## src/hw/rtl/tft_rect_fill_byte_sequencer_assert.svh

```systemverilog
// assertion macros used by the byte sequencer state module (tfs_seq)
`ifndef TFT_RECT_FILL_BYTE_SEQUENCER_ASSERT_SVH
`define TFT_RECT_FILL_BYTE_SEQUENCER_ASSERT_SVH

// same-cycle implication, disabled while reset is asserted
`define TFS_ASSERT_NOW(label, clk, rst_n, ante, cons) \
	label: assert property (@(posedge clk) disable iff (!(rst_n)) (ante) |-> (cons)) \
		else $error("tfs assertion failed");

// next-cycle implication, disabled while reset is asserted
`define TFS_ASSERT_NEXT(label, clk, rst_n, ante, cons) \
	label: assert property (@(posedge clk) disable iff (!(rst_n)) (ante) |=> (cons)) \
		else $error("tfs assertion failed");

`endif

```

## src/hw/rtl/tfs_pkg.sv

```systemverilog
// shared types and constants of the rectangle fill byte sequencer
package tfs_pkg;

	// request kinds carried on the input tuser bit
	localparam logic MODE_START = 1'b0;
	localparam logic MODE_TICK  = 1'b1;

	// panel command bytes
	localparam logic [7:0] CMD_COLUMN = 8'h2A;
	localparam logic [7:0] CMD_ROW    = 8'h2B;
	localparam logic [7:0] CMD_WRITE  = 8'h2C;

	// header step positions
	localparam logic [3:0] STEP_CMD_COLUMN = 4'd0;
	localparam logic [3:0] STEP_CMD_ROW    = 4'd5;
	localparam logic [3:0] STEP_CMD_WRITE  = 4'd10;
	localparam logic [3:0] STEP_PIXELS     = 4'd11;

	// address window sent in the header
	typedef struct packed {
		logic [15:0] y1;
		logic [15:0] y0;
		logic [15:0] x1;
		logic [15:0] x0;
	} window_t;

	// one byte of the panel stream
	typedef struct packed {
		logic [7:0] out_byte;
		logic       is_data;
		logic       last_byte;
	} pkt_t;

endpackage

```

## src/hw/rtl/tft_rect_fill_byte_sequencer.sv

```systemverilog
// Rectangle fill byte sequencer: turns fill requests and byte slot ticks into
// the panel byte stream (column window, row window, memory write, pixels).
// Input channel: s_axis_tuser selects a start request (0) or a byte slot tick
// (1); a start carries the rectangle and colour on s_axis_tdata. A start whose
// origin is off the panel, or that arrives while a fill runs, is dropped.
// Output channel: one byte per tick while a fill runs; m_axis_tuser is the
// data/command level, m_axis_tlast marks the last byte of the fill.
// The byte for a tick is registered and valid on the output in the cycle after
// the tick transfer. Throughput: one input transfer per cycle while the output
// is not stalled, set by the single output register that holds one byte.
// Stall: while the output byte waits, s_axis_tready stays low; it is high
// again in the cycle the byte is taken, so transfers continue without a gap.
// Reset: the block is idle with an empty output register; ticks yield nothing
// until a start is taken.
module tft_rect_fill_byte_sequencer
	import tfs_pkg::*;
#(
	parameter int PANEL_WIDTH  = 240,
	parameter int PANEL_HEIGHT = 320
) (
	input  logic        clk,
	input  logic        arst_n,
	input  logic        s_axis_tvalid,
	output logic        s_axis_tready,
	input  logic [79:0] s_axis_tdata,  // rect_x, rect_y, rect_w, rect_h, fill_color
	input  logic        s_axis_tuser,  // mode
	output logic        m_axis_tvalid,
	input  logic        m_axis_tready,
	output logic [7:0]  m_axis_tdata,  // out_byte
	output logic        m_axis_tuser,  // is_data
	output logic        m_axis_tlast
);

	localparam int CW = $clog2(PANEL_WIDTH + 1);
	localparam int RW = $clog2(PANEL_HEIGHT + 1);

	logic          in_fire;
	logic          origin_ok;
	window_t       win;
	logic [CW-1:0] cols;
	logic [RW-1:0] rows;
	logic          res_valid;
	pkt_t          res;
	pkt_t          pkt;
	logic          free;

	assign s_axis_tready = free;
	assign in_fire       = s_axis_tvalid && free;

	// request clipping
	tfs_clip #(
		.PANEL_WIDTH (PANEL_WIDTH),
		.PANEL_HEIGHT(PANEL_HEIGHT)
	) u_clip (
		.rect_x   (s_axis_tdata[15:0]),
		.rect_y   (s_axis_tdata[31:16]),
		.rect_w   (s_axis_tdata[47:32]),
		.rect_h   (s_axis_tdata[63:48]),
		.origin_ok(origin_ok),
		.win      (win),
		.cols     (cols),
		.rows     (rows)
	);

	// byte sequencer
	tfs_seq #(
		.PANEL_WIDTH (PANEL_WIDTH),
		.PANEL_HEIGHT(PANEL_HEIGHT)
	) u_seq (
		.clk       (clk),
		.arst_n    (arst_n),
		.in_fire   (in_fire),
		.mode      (s_axis_tuser),
		.fill_color(s_axis_tdata[79:64]),
		.origin_ok (origin_ok),
		.win       (win),
		.cols      (cols),
		.rows      (rows),
		.res_valid (res_valid),
		.res       (res)
	);

	// output register
	tfs_out_reg u_out (
		.clk          (clk),
		.arst_n       (arst_n),
		.res_valid    (res_valid),
		.res          (res),
		.free         (free),
		.m_axis_tvalid(m_axis_tvalid),
		.m_axis_tready(m_axis_tready),
		.pkt          (pkt)
	);

	assign m_axis_tdata = pkt.out_byte;
	assign m_axis_tuser = pkt.is_data;
	assign m_axis_tlast = pkt.last_byte;

endmodule

```

## src/hw/rtl/tfs_clip.sv

```systemverilog
// origin check and edge clipping of a fill request
module tfs_clip
	import tfs_pkg::*;
#(
	parameter int PANEL_WIDTH  = 240,
	parameter int PANEL_HEIGHT = 320,
	localparam int CW = $clog2(PANEL_WIDTH + 1),
	localparam int RW = $clog2(PANEL_HEIGHT + 1)
) (
	input  logic [15:0]   rect_x,
	input  logic [15:0]   rect_y,
	input  logic [15:0]   rect_w,
	input  logic [15:0]   rect_h,
	output logic          origin_ok,
	output window_t       win,
	output logic [CW-1:0] cols,
	output logic [RW-1:0] rows
);

	localparam logic [16:0] PW17 = 17'(PANEL_WIDTH);
	localparam logic [16:0] PH17 = 17'(PANEL_HEIGHT);

	logic [16:0] x_end;
	logic [16:0] y_end;
	logic [16:0] w_cut;
	logic [16:0] h_cut;
	logic [16:0] x1_sum;
	logic [16:0] y1_sum;

	// origin must lie on the panel
	assign origin_ok = ({1'b0, rect_x} < PW17) && ({1'b0, rect_y} < PH17);

	// clip a nonzero extent that runs past the edge
	assign x_end = {1'b0, rect_x} + {1'b0, rect_w};
	assign y_end = {1'b0, rect_y} + {1'b0, rect_h};
	assign w_cut = ((rect_w != 16'd0) && (x_end > PW17)) ? (PW17 - {1'b0, rect_x})
		: {1'b0, rect_w};
	assign h_cut = ((rect_h != 16'd0) && (y_end > PH17)) ? (PH17 - {1'b0, rect_y})
		: {1'b0, rect_h};
	assign cols = w_cut[CW-1:0];
	assign rows = h_cut[RW-1:0];

	// end coordinates wrap when the extent is zero
	assign x1_sum = {1'b0, rect_x} + 17'(cols) - 17'd1;
	assign y1_sum = {1'b0, rect_y} + 17'(rows) - 17'd1;
	assign win.x0 = rect_x;
	assign win.x1 = x1_sum[15:0];
	assign win.y0 = rect_y;
	assign win.y1 = y1_sum[15:0];

endmodule

```

## src/hw/rtl/tfs_seq.sv

```systemverilog
// header and pixel byte sequencer state
`include "tft_rect_fill_byte_sequencer_assert.svh"
module tfs_seq
	import tfs_pkg::*;
#(
	parameter int PANEL_WIDTH  = 240,
	parameter int PANEL_HEIGHT = 320,
	localparam int CW = $clog2(PANEL_WIDTH + 1),
	localparam int RW = $clog2(PANEL_HEIGHT + 1)
) (
	input  logic          clk,
	input  logic          arst_n,
	input  logic          in_fire,
	input  logic          mode,
	input  logic [15:0]   fill_color,
	input  logic          origin_ok,
	input  window_t       win,
	input  logic [CW-1:0] cols,
	input  logic [RW-1:0] rows,
	output logic          res_valid,
	output pkt_t          res
);

	logic          busy_q,  busy_d;
	logic [3:0]    step_q,  step_d;
	logic          low_q,   low_d;
	logic          empty_q, empty_d;
	logic [CW-1:0] col_left_q, col_left_d;
	logic [RW-1:0] row_left_q, row_left_d;
	logic [CW-1:0] cols_q;
	window_t       win_q;
	logic [15:0]   color_q;
	logic          load;
	logic [15:0]   hdr_word;
	logic          hdr_high;

	assign load = in_fire && (mode == MODE_START) && !busy_q && origin_ok;

	// control state
	always_ff @(posedge clk or negedge arst_n) begin
		if (!arst_n) begin
			busy_q     <= 1'b0;
			step_q     <= STEP_CMD_COLUMN;
			low_q      <= 1'b0;
			empty_q    <= 1'b0;
			col_left_q <= '0;
			row_left_q <= '0;
		end else begin
			busy_q     <= busy_d;
			step_q     <= step_d;
			low_q      <= low_d;
			empty_q    <= empty_d;
			col_left_q <= col_left_d;
			row_left_q <= row_left_d;
		end
	end

	// request payload, written on every accepted start
	always_ff @(posedge clk) begin
		if (load) begin
			win_q   <= win;
			color_q <= fill_color;
			cols_q  <= cols;
		end
	end

	// window word for coordinate steps
	always_comb begin
		if (step_q < STEP_CMD_ROW) begin
			hdr_word = (step_q < 4'd3) ? win_q.x0 : win_q.x1;
			hdr_high = step_q[0];
		end else begin
			hdr_word = (step_q < 4'd8) ? win_q.y0 : win_q.y1;
			hdr_high = !step_q[0];
		end
	end

	// next state and result byte
	always_comb begin
		busy_d     = busy_q;
		step_d     = step_q;
		low_d      = low_q;
		empty_d    = empty_q;
		col_left_d = col_left_q;
		row_left_d = row_left_q;
		res_valid  = 1'b0;
		res.out_byte  = hdr_high ? hdr_word[15:8] : hdr_word[7:0];
		res.is_data   = 1'b1;
		res.last_byte = 1'b0;
		if (load) begin
			busy_d     = 1'b1;
			step_d     = STEP_CMD_COLUMN;
			low_d      = 1'b0;
			empty_d    = (cols == '0) || (rows == '0);
			col_left_d = cols;
			row_left_d = rows;
		end else if (in_fire && (mode == MODE_TICK) && busy_q) begin
			res_valid = 1'b1;
			case (step_q)
				STEP_CMD_COLUMN: begin
					res.out_byte = CMD_COLUMN;
					res.is_data  = 1'b0;
					step_d       = step_q + 4'd1;
				end
				STEP_CMD_ROW: begin
					res.out_byte = CMD_ROW;
					res.is_data  = 1'b0;
					step_d       = step_q + 4'd1;
				end
				STEP_CMD_WRITE: begin
					res.out_byte = CMD_WRITE;
					res.is_data  = 1'b0;
					if (empty_q) begin
						res.last_byte = 1'b1;
						busy_d        = 1'b0;
						step_d        = STEP_CMD_COLUMN;
					end else begin
						step_d = STEP_PIXELS;
					end
				end
				STEP_PIXELS: begin
					res.out_byte = low_q ? color_q[7:0] : color_q[15:8];
					low_d        = !low_q;
					if (low_q) begin
						if (col_left_q == CW'(1)) begin
							if (row_left_q == RW'(1)) begin
								res.last_byte = 1'b1;
								busy_d        = 1'b0;
								step_d        = STEP_CMD_COLUMN;
								low_d         = 1'b0;
								col_left_d    = '0;
								row_left_d    = '0;
							end else begin
								row_left_d = row_left_q - RW'(1);
								col_left_d = cols_q;
							end
						end else begin
							col_left_d = col_left_q - CW'(1);
						end
					end
				end
				default: begin
					step_d = step_q + 4'd1;
				end
			endcase
		end
	end

	// checks on the sequencer state
	`TFS_ASSERT_NOW(a_idle_at_step0, clk, arst_n, !busy_q, (step_q == STEP_CMD_COLUMN) && !low_q)
	`TFS_ASSERT_NOW(a_step_range, clk, arst_n, busy_q, step_q <= STEP_PIXELS)
	`TFS_ASSERT_NOW(a_low_in_pixels, clk, arst_n, low_q, step_q == STEP_PIXELS)
	`TFS_ASSERT_NEXT(a_last_ends_run, clk, arst_n, res_valid && res.last_byte, !busy_q)

endmodule

```

## src/hw/rtl/tfs_out_reg.sv

```systemverilog
// output register of the byte stream with transfer handshake
module tfs_out_reg
	import tfs_pkg::*;
(
	input  logic clk,
	input  logic arst_n,
	input  logic res_valid,
	input  pkt_t res,
	output logic free,
	output logic m_axis_tvalid,
	input  logic m_axis_tready,
	output pkt_t pkt
);

	logic valid_q;
	pkt_t pkt_q;

	// register can take a new byte when empty or draining this cycle
	assign free = !valid_q || m_axis_tready;

	always_ff @(posedge clk or negedge arst_n) begin
		if (!arst_n) begin
			valid_q <= 1'b0;
		end else if (free) begin
			valid_q <= res_valid;
		end
	end

	// byte payload
	always_ff @(posedge clk) begin
		if (free && res_valid) begin
			pkt_q <= res;
		end
	end

	assign m_axis_tvalid = valid_q;
	assign pkt           = pkt_q;

endmodule

```

## config.mk

```make
export PLATFORM = sky130hd
export DESIGN_NAME = tft_rect_fill_byte_sequencer
export DESIGN_NICKNAME = d
export VERILOG_FILES = /design/src/hw/rtl/tfs_pkg.sv /design/src/hw/rtl/tft_rect_fill_byte_sequencer.sv /design/src/hw/rtl/tfs_clip.sv /design/src/hw/rtl/tfs_seq.sv /design/src/hw/rtl/tfs_out_reg.sv
export VERILOG_INCLUDE_DIRS = /design/src /design/src/hw/rtl
export SDC_FILE = /design/constraint.sdc
export NUM_CORES = 1
export LEC_CHECK = 0
export BUFFER_PORTS_ARGS = -buffer_cell sky130_fd_sc_hd__buf_2
export CORE_MARGIN = 2
export CORE_UTILIZATION = 65
export CTS_CLUSTER_SIZE = 8
export DETAILED_ROUTE_END_ITERATION = 6
export GPL_ROUTABILITY_DRIVEN = 0
export PLACE_DENSITY = 0.93
export SLEW_MARGIN = 10
export SYNTH_ARGS = -nofsm -noshare
export SYNTH_HDL_FRONTEND = slang
export SYNTH_SLANG_ARGS = --single-unit
```

## constraint.sdc

```tcl
create_clock -name clk -period 7.3 [get_ports clk]
set_input_delay 0 -clock clk [delete_from_list [all_inputs] [get_ports clk]]
set_output_delay 0 -clock clk [all_outputs]
set_load 0.01 [all_outputs]
```

# Word level (Yosys, flattened, before mapping)
# Cells that the tools add are included.
# totals
ff_bits	123
latch_bits	0
ramBits	0
romBits	0
input_bits	85
output_inout_bits	12
elab_cells	129
mem_count	0
# classes
addsub	11
n_mul	0
n_div	0
order_cmp	7
n_eq_ne	9
n_shift	0
muxes	51
bitwise	2
reduce_logical	33
# op_table
cell	count
$mux 8	9
$mux 9	7
$mux 16	3
$add 16x16->17	2
$pmux 8 s4	1
$reduce_bool 16->1	2
$sub 16x1->16 const B	2
$mux 4	6
$mux 1	20
$mux 10	2
$gt 17x8->1 const B	1
$gt 17x9->1 const B	1
$add 16x8->16	1
$add 16x9->16	1
$lt 16x8->1 const B	1
$lt 16x9->1 const B	1
$ne 3x1->1 const B	4
$logic_and 1x1->1	10
$eq 9x1->1 const B	1
$logic_not 9->1	1
$sub 9x1->9 const B	1
$sub 9x9->9 const A	1
$eq 4x4->1 const B	2
$eq 8x1->1 const B	1
22 further kinds	32

# Logic depth before layout (Yosys ltp)
# depth
ltp_word	8
depth_mapped	25
ltp_nobuf	24

# Hierarchy
# A second synthesis with hierarchy kept.
# hier_totals
hier_cells	1018
hier_area_um2	10212.3
# by_module_without_submodules
module	instances	cells_per_inst	area_each_um2	seq_area_each_um2
tfs_seq	1	362	5129.9	3243.1
tfs_clip	1	641	4722.0	0.0
tfs_out_reg	1	14	354.1	325.3
tft_rect_fill_byte_sequencer	1	1	6.3	0.0

# Worst setup path before layout
# Ideal clock, no wire load.
# synth_path
path_kind	input to register
from	input s_axis_tdata[16]
to	register u_seq.win_q[63] (netlist bit), data pin
setup_ns	0.262
arrival_time_ns	4.947
setup_slack_ns	2.091
stages	24
cell_sequence	ha_1 -> fa_1 -> a21o_1 -> a221o_1 -> or3_1 -> o311ai_1 -> a21oi_1 -> or4_1 -> o41ai_1 -> buf_4 -> mux2i_1 -> ha_1 -> inv_1 -> ha_1 -> fa_1 -> a21o_1 -> a21oi_1 -> o21bai_1 -> a21oi_1 -> o21bai_1 -> a211oi_1 -> o41ai_1 -> a21oi_1 -> xor2_1
# synth_lines
element	line_no	text
start, declared	tft_rect_fill_byte_sequencer.sv:25	input logic [79:0] s_axis_tdata,
end signal, assigned	tfs_seq.sv:61	win_q <= win;
end, declared	tfs_seq.sv:31	window_t win_q;

==> impl_metrics.tcl <==
set metrics [dict create \
    async_flop_share 0.203 \
    finalMaxSlewViolations 0 \
    synthCells 927 \
    fp.dieH_um 124 \
    final_nets 1261 \
    seq_area_um2 3570 \
    ir_drop_mv 0.221 \
    worst_pin_slew_ns 1.25 \
    synth_nets 1115 \
    cts_max_path_buffers 2 \
    syn2layout_area_growth_pct 18.4 \
    skew_ns 0.0126 \
    drc 0 \
    critPathSlowestCell "dlygate4sd3_1" \
    synth_xor_area_frac 0.0519 \
    root_buffer "clkbuf_16" \
    finalCritPeriodShare 0.938 \
    grt_pass1_vias 8480 \
    outcome "finished clean" \
    layout-drive-gt1-share 0.151 \
    synthDistinctLibCells 76 \
    antenna_left 0 \
    ff2ff_path_depth 8 \
    endpoint_kind "flop" \
    min_path_cells 3 \
    worstSkewPairLatency_ns 0.43 \
    utilization 0.789 \
    clk_pin_slew_ns 0.07 \
    cts_tree "done" \
    start_kind "input port" \
    dp_hpwl_um 18000 \
    crit_arrival_ns 7.03 \
    setup-tns-final_ns 0 \
    synthFlopType "edfxtp_1" \
    cts_hold_buffers 51 \
    synth_top_area_share 0.317 \
    htree_levels 4 \
    cts_buffers 17 \
    vias 8782 \
    yosys-mux-area-fraction 0.0777 \
    core_area_um2 13900 \
    timing.critical_path.mode_cell "a21oi_1" \
    rows 43 \
    wl_per_cell_um 23.7 \
    yosys.area_share.simple 0.132 \
    grt_usage 0.403 \
    p_leak_uw 0.00462 \
    synth-compound-area-share 0.159 \
    die_x_um 124 \
    drv_cap 0 \
    wirelength_um 29900 \
    routed_via_density 6.94 \
    synth_warnings 0 \
    syn-mean-instance-area_um2 10.0 \
    synth.area.top_cells "edfxtp_1 (32%), ha_1 (13%), dfrtp_1 (6.7%)" \
    synth_top_area_cell "edfxtp_1" \
    synth_edf_count 98 \
    synth_top_family_by_area "compound AO/OA/AOI/OAI gates" \
    nFillCells 769 \
    worstPathMaxFanout 9 \
    netlist_area_um2 9290 \
    ios 97 \
    p_per_area_nw_per_um2 235 \
    worst_slack_ns 0.450 \
    worstHoldPathType "input port to flop" \
    hold_viol 0 \
    post-place-ws_ns 1.27 \
    antenna_cells 0 \
    overflow 0 \
    cpPeakStageDelay_ns 0.54 \
    slew_headroom 0.169 \
    portBuffers 96 \
    ctsResizeCount 0 \
    multi_input_area_um2 5240 \
    rsz0062_at_grt "false" \
    drt_iter0_drc 1403 \
    synth_seq_area_share 0.384 \
    grt_max_degree 58 \
    min_period_ns 6.85 \
    fmax_mhz 146 \
    crit_type "input port to flop" \
    setup-violations-final 0 \
    fin_total_pwr_uw 2580 \
    start_util 0.667 \
    synth_fa_ha_area_frac 0.142 \
    cts.sink_count 123 \
    grt_pass1_wl_um 45600 \
    grt_antenna_before_repair 1 \
    die_area_um2 15300 \
    postCtsSetupRepairBufs 0 \
    dr.pass1.iters 6 \
    yosys_register_bits 123 \
    hold_ws_ns 0.0108 \
    worst-endpoint-required_ns 7.48 \
]
critical path, delay by kind of cell:
kind	cells	cell delay, ns
compound gates	13	3.20
xor+xnor	1	0.10
fa+ha+maj	5	1.56
buf+inv	4	1.06
mux	1	0.33
simple gates	2	0.79
layer usage:
metal  GRT usage  up-vias  wire, µm
li1            -     3735         -
met1       0.488     4040     10500
met2       0.640      783     13500
met3      0.0964      224      3620
met4       0.271        0      2330
met5           0        -         0
power by group:
| group | internal, µW | switching (µW) | leakage [µW] |
|---|---|---|---|
| clock network | 500 | 343 | 0.000262 |
| registers | 825 | 68.6 | 0.00120 |
| logic | 354 | 489 | 0.00316 |
stage by stage:
stage / area (µm²) / instances
floorplan: 9290 / 927
detailed placement: 9900 / 1183
global route: 11000 / 1266
finish: 11000 / 1266
CTS: 11000 / 1266
global placement: 9900 / 1183
worst paths after layout:
kind,from,end,slack (ns)
max,s_axis_tdata[16],u_seq.win_q[63],0.45
min,s_axis_tdata[32],u_seq.cols_q[0],0.01
max reg2reg,u_seq.step_q[0],u_seq.row_left_q[0],3.39
min reg2reg,u_seq.col_left_q[7],u_seq.col_left_q[7],0.53
max in group asynchronous,arst_n,u_seq.empty_q,6.76
min in group asynchronous,arst_n,u_seq.col_left_q[4],0.12
Yosys cell counts (19+ instances only):
cell / number
inv_1: 101
o21ai_0: 52
ha_1: 99
a21oi_1: 57
dfrtp_1: 25
nor3_1: 23
nor2_1: 58
a211oi_1: 19
nand3_1: 19
edfxtp_1: 98
mux2i_1: 35
nand2_1: 57
xnor2_1: 38
cell usage in the layout, fill, tap and decap left out, drive strengths merged, types with 10 or more instances in the layout:
| cell | Yosys | routed |
|---|---|---|
| nor3 | 24 | 24 |
| dlygate4sd3 | 0 | 51 |
| nor2 | 58 | 58 |
| a21oi | 57 | 57 |
| xnor2 | 38 | 38 |
| ha | 99 | 99 |
| or4 | 10 | 10 |
| nor2b | 12 | 12 |
| mux2i | 35 | 35 |
| mux4 | 14 | 14 |
| a21o | 10 | 10 |
| nand3 | 19 | 19 |
| nand2 | 57 | 57 |
| clkbuf | 13 | 17 |
| nor4 | 10 | 10 |
| xor2 | 17 | 17 |
| a211oi | 20 | 20 |
| dfrtp | 25 | 25 |
| edfxtp | 98 | 98 |
| inv | 101 | 100 |
| o21ai | 55 | 55 |
| buf | 9 | 98 |
| a31oi | 13 | 13 |
registers in the layout (all words and copies together) (netlist names):
register and count:
u_seq.empty_q 1, u_seq.col_left_q 8, u_seq.busy_q 1, u_out.m_axis_tvalid 1, u_seq.step_q 4, u_out.pkt 10
u_seq.low_q 1, u_seq.cols_q 8, u_seq.win_q 64, u_seq.color_q 16, u_seq.row_left_q 9
cell families after synthesis:
kind of cell / count (synthesis)
flops: 123
buf+inv: 123
fa+ha+maj: 103
compound gates: 228
mux: 54
xor+xnor: 55
simple gates: 241
cell type report:
class	count	area share
Multi-Input combinational cell	681	0.477
Inverter	101	0.0346
Clock buffer	17	0.0387
Sequential cell	123	0.324
Clock inverter	15	0.0139
Timing Repair Buffer	149	0.0915
Tap cell	180	0.0205
No activity file was read; power rests on OpenSTA's default activity.
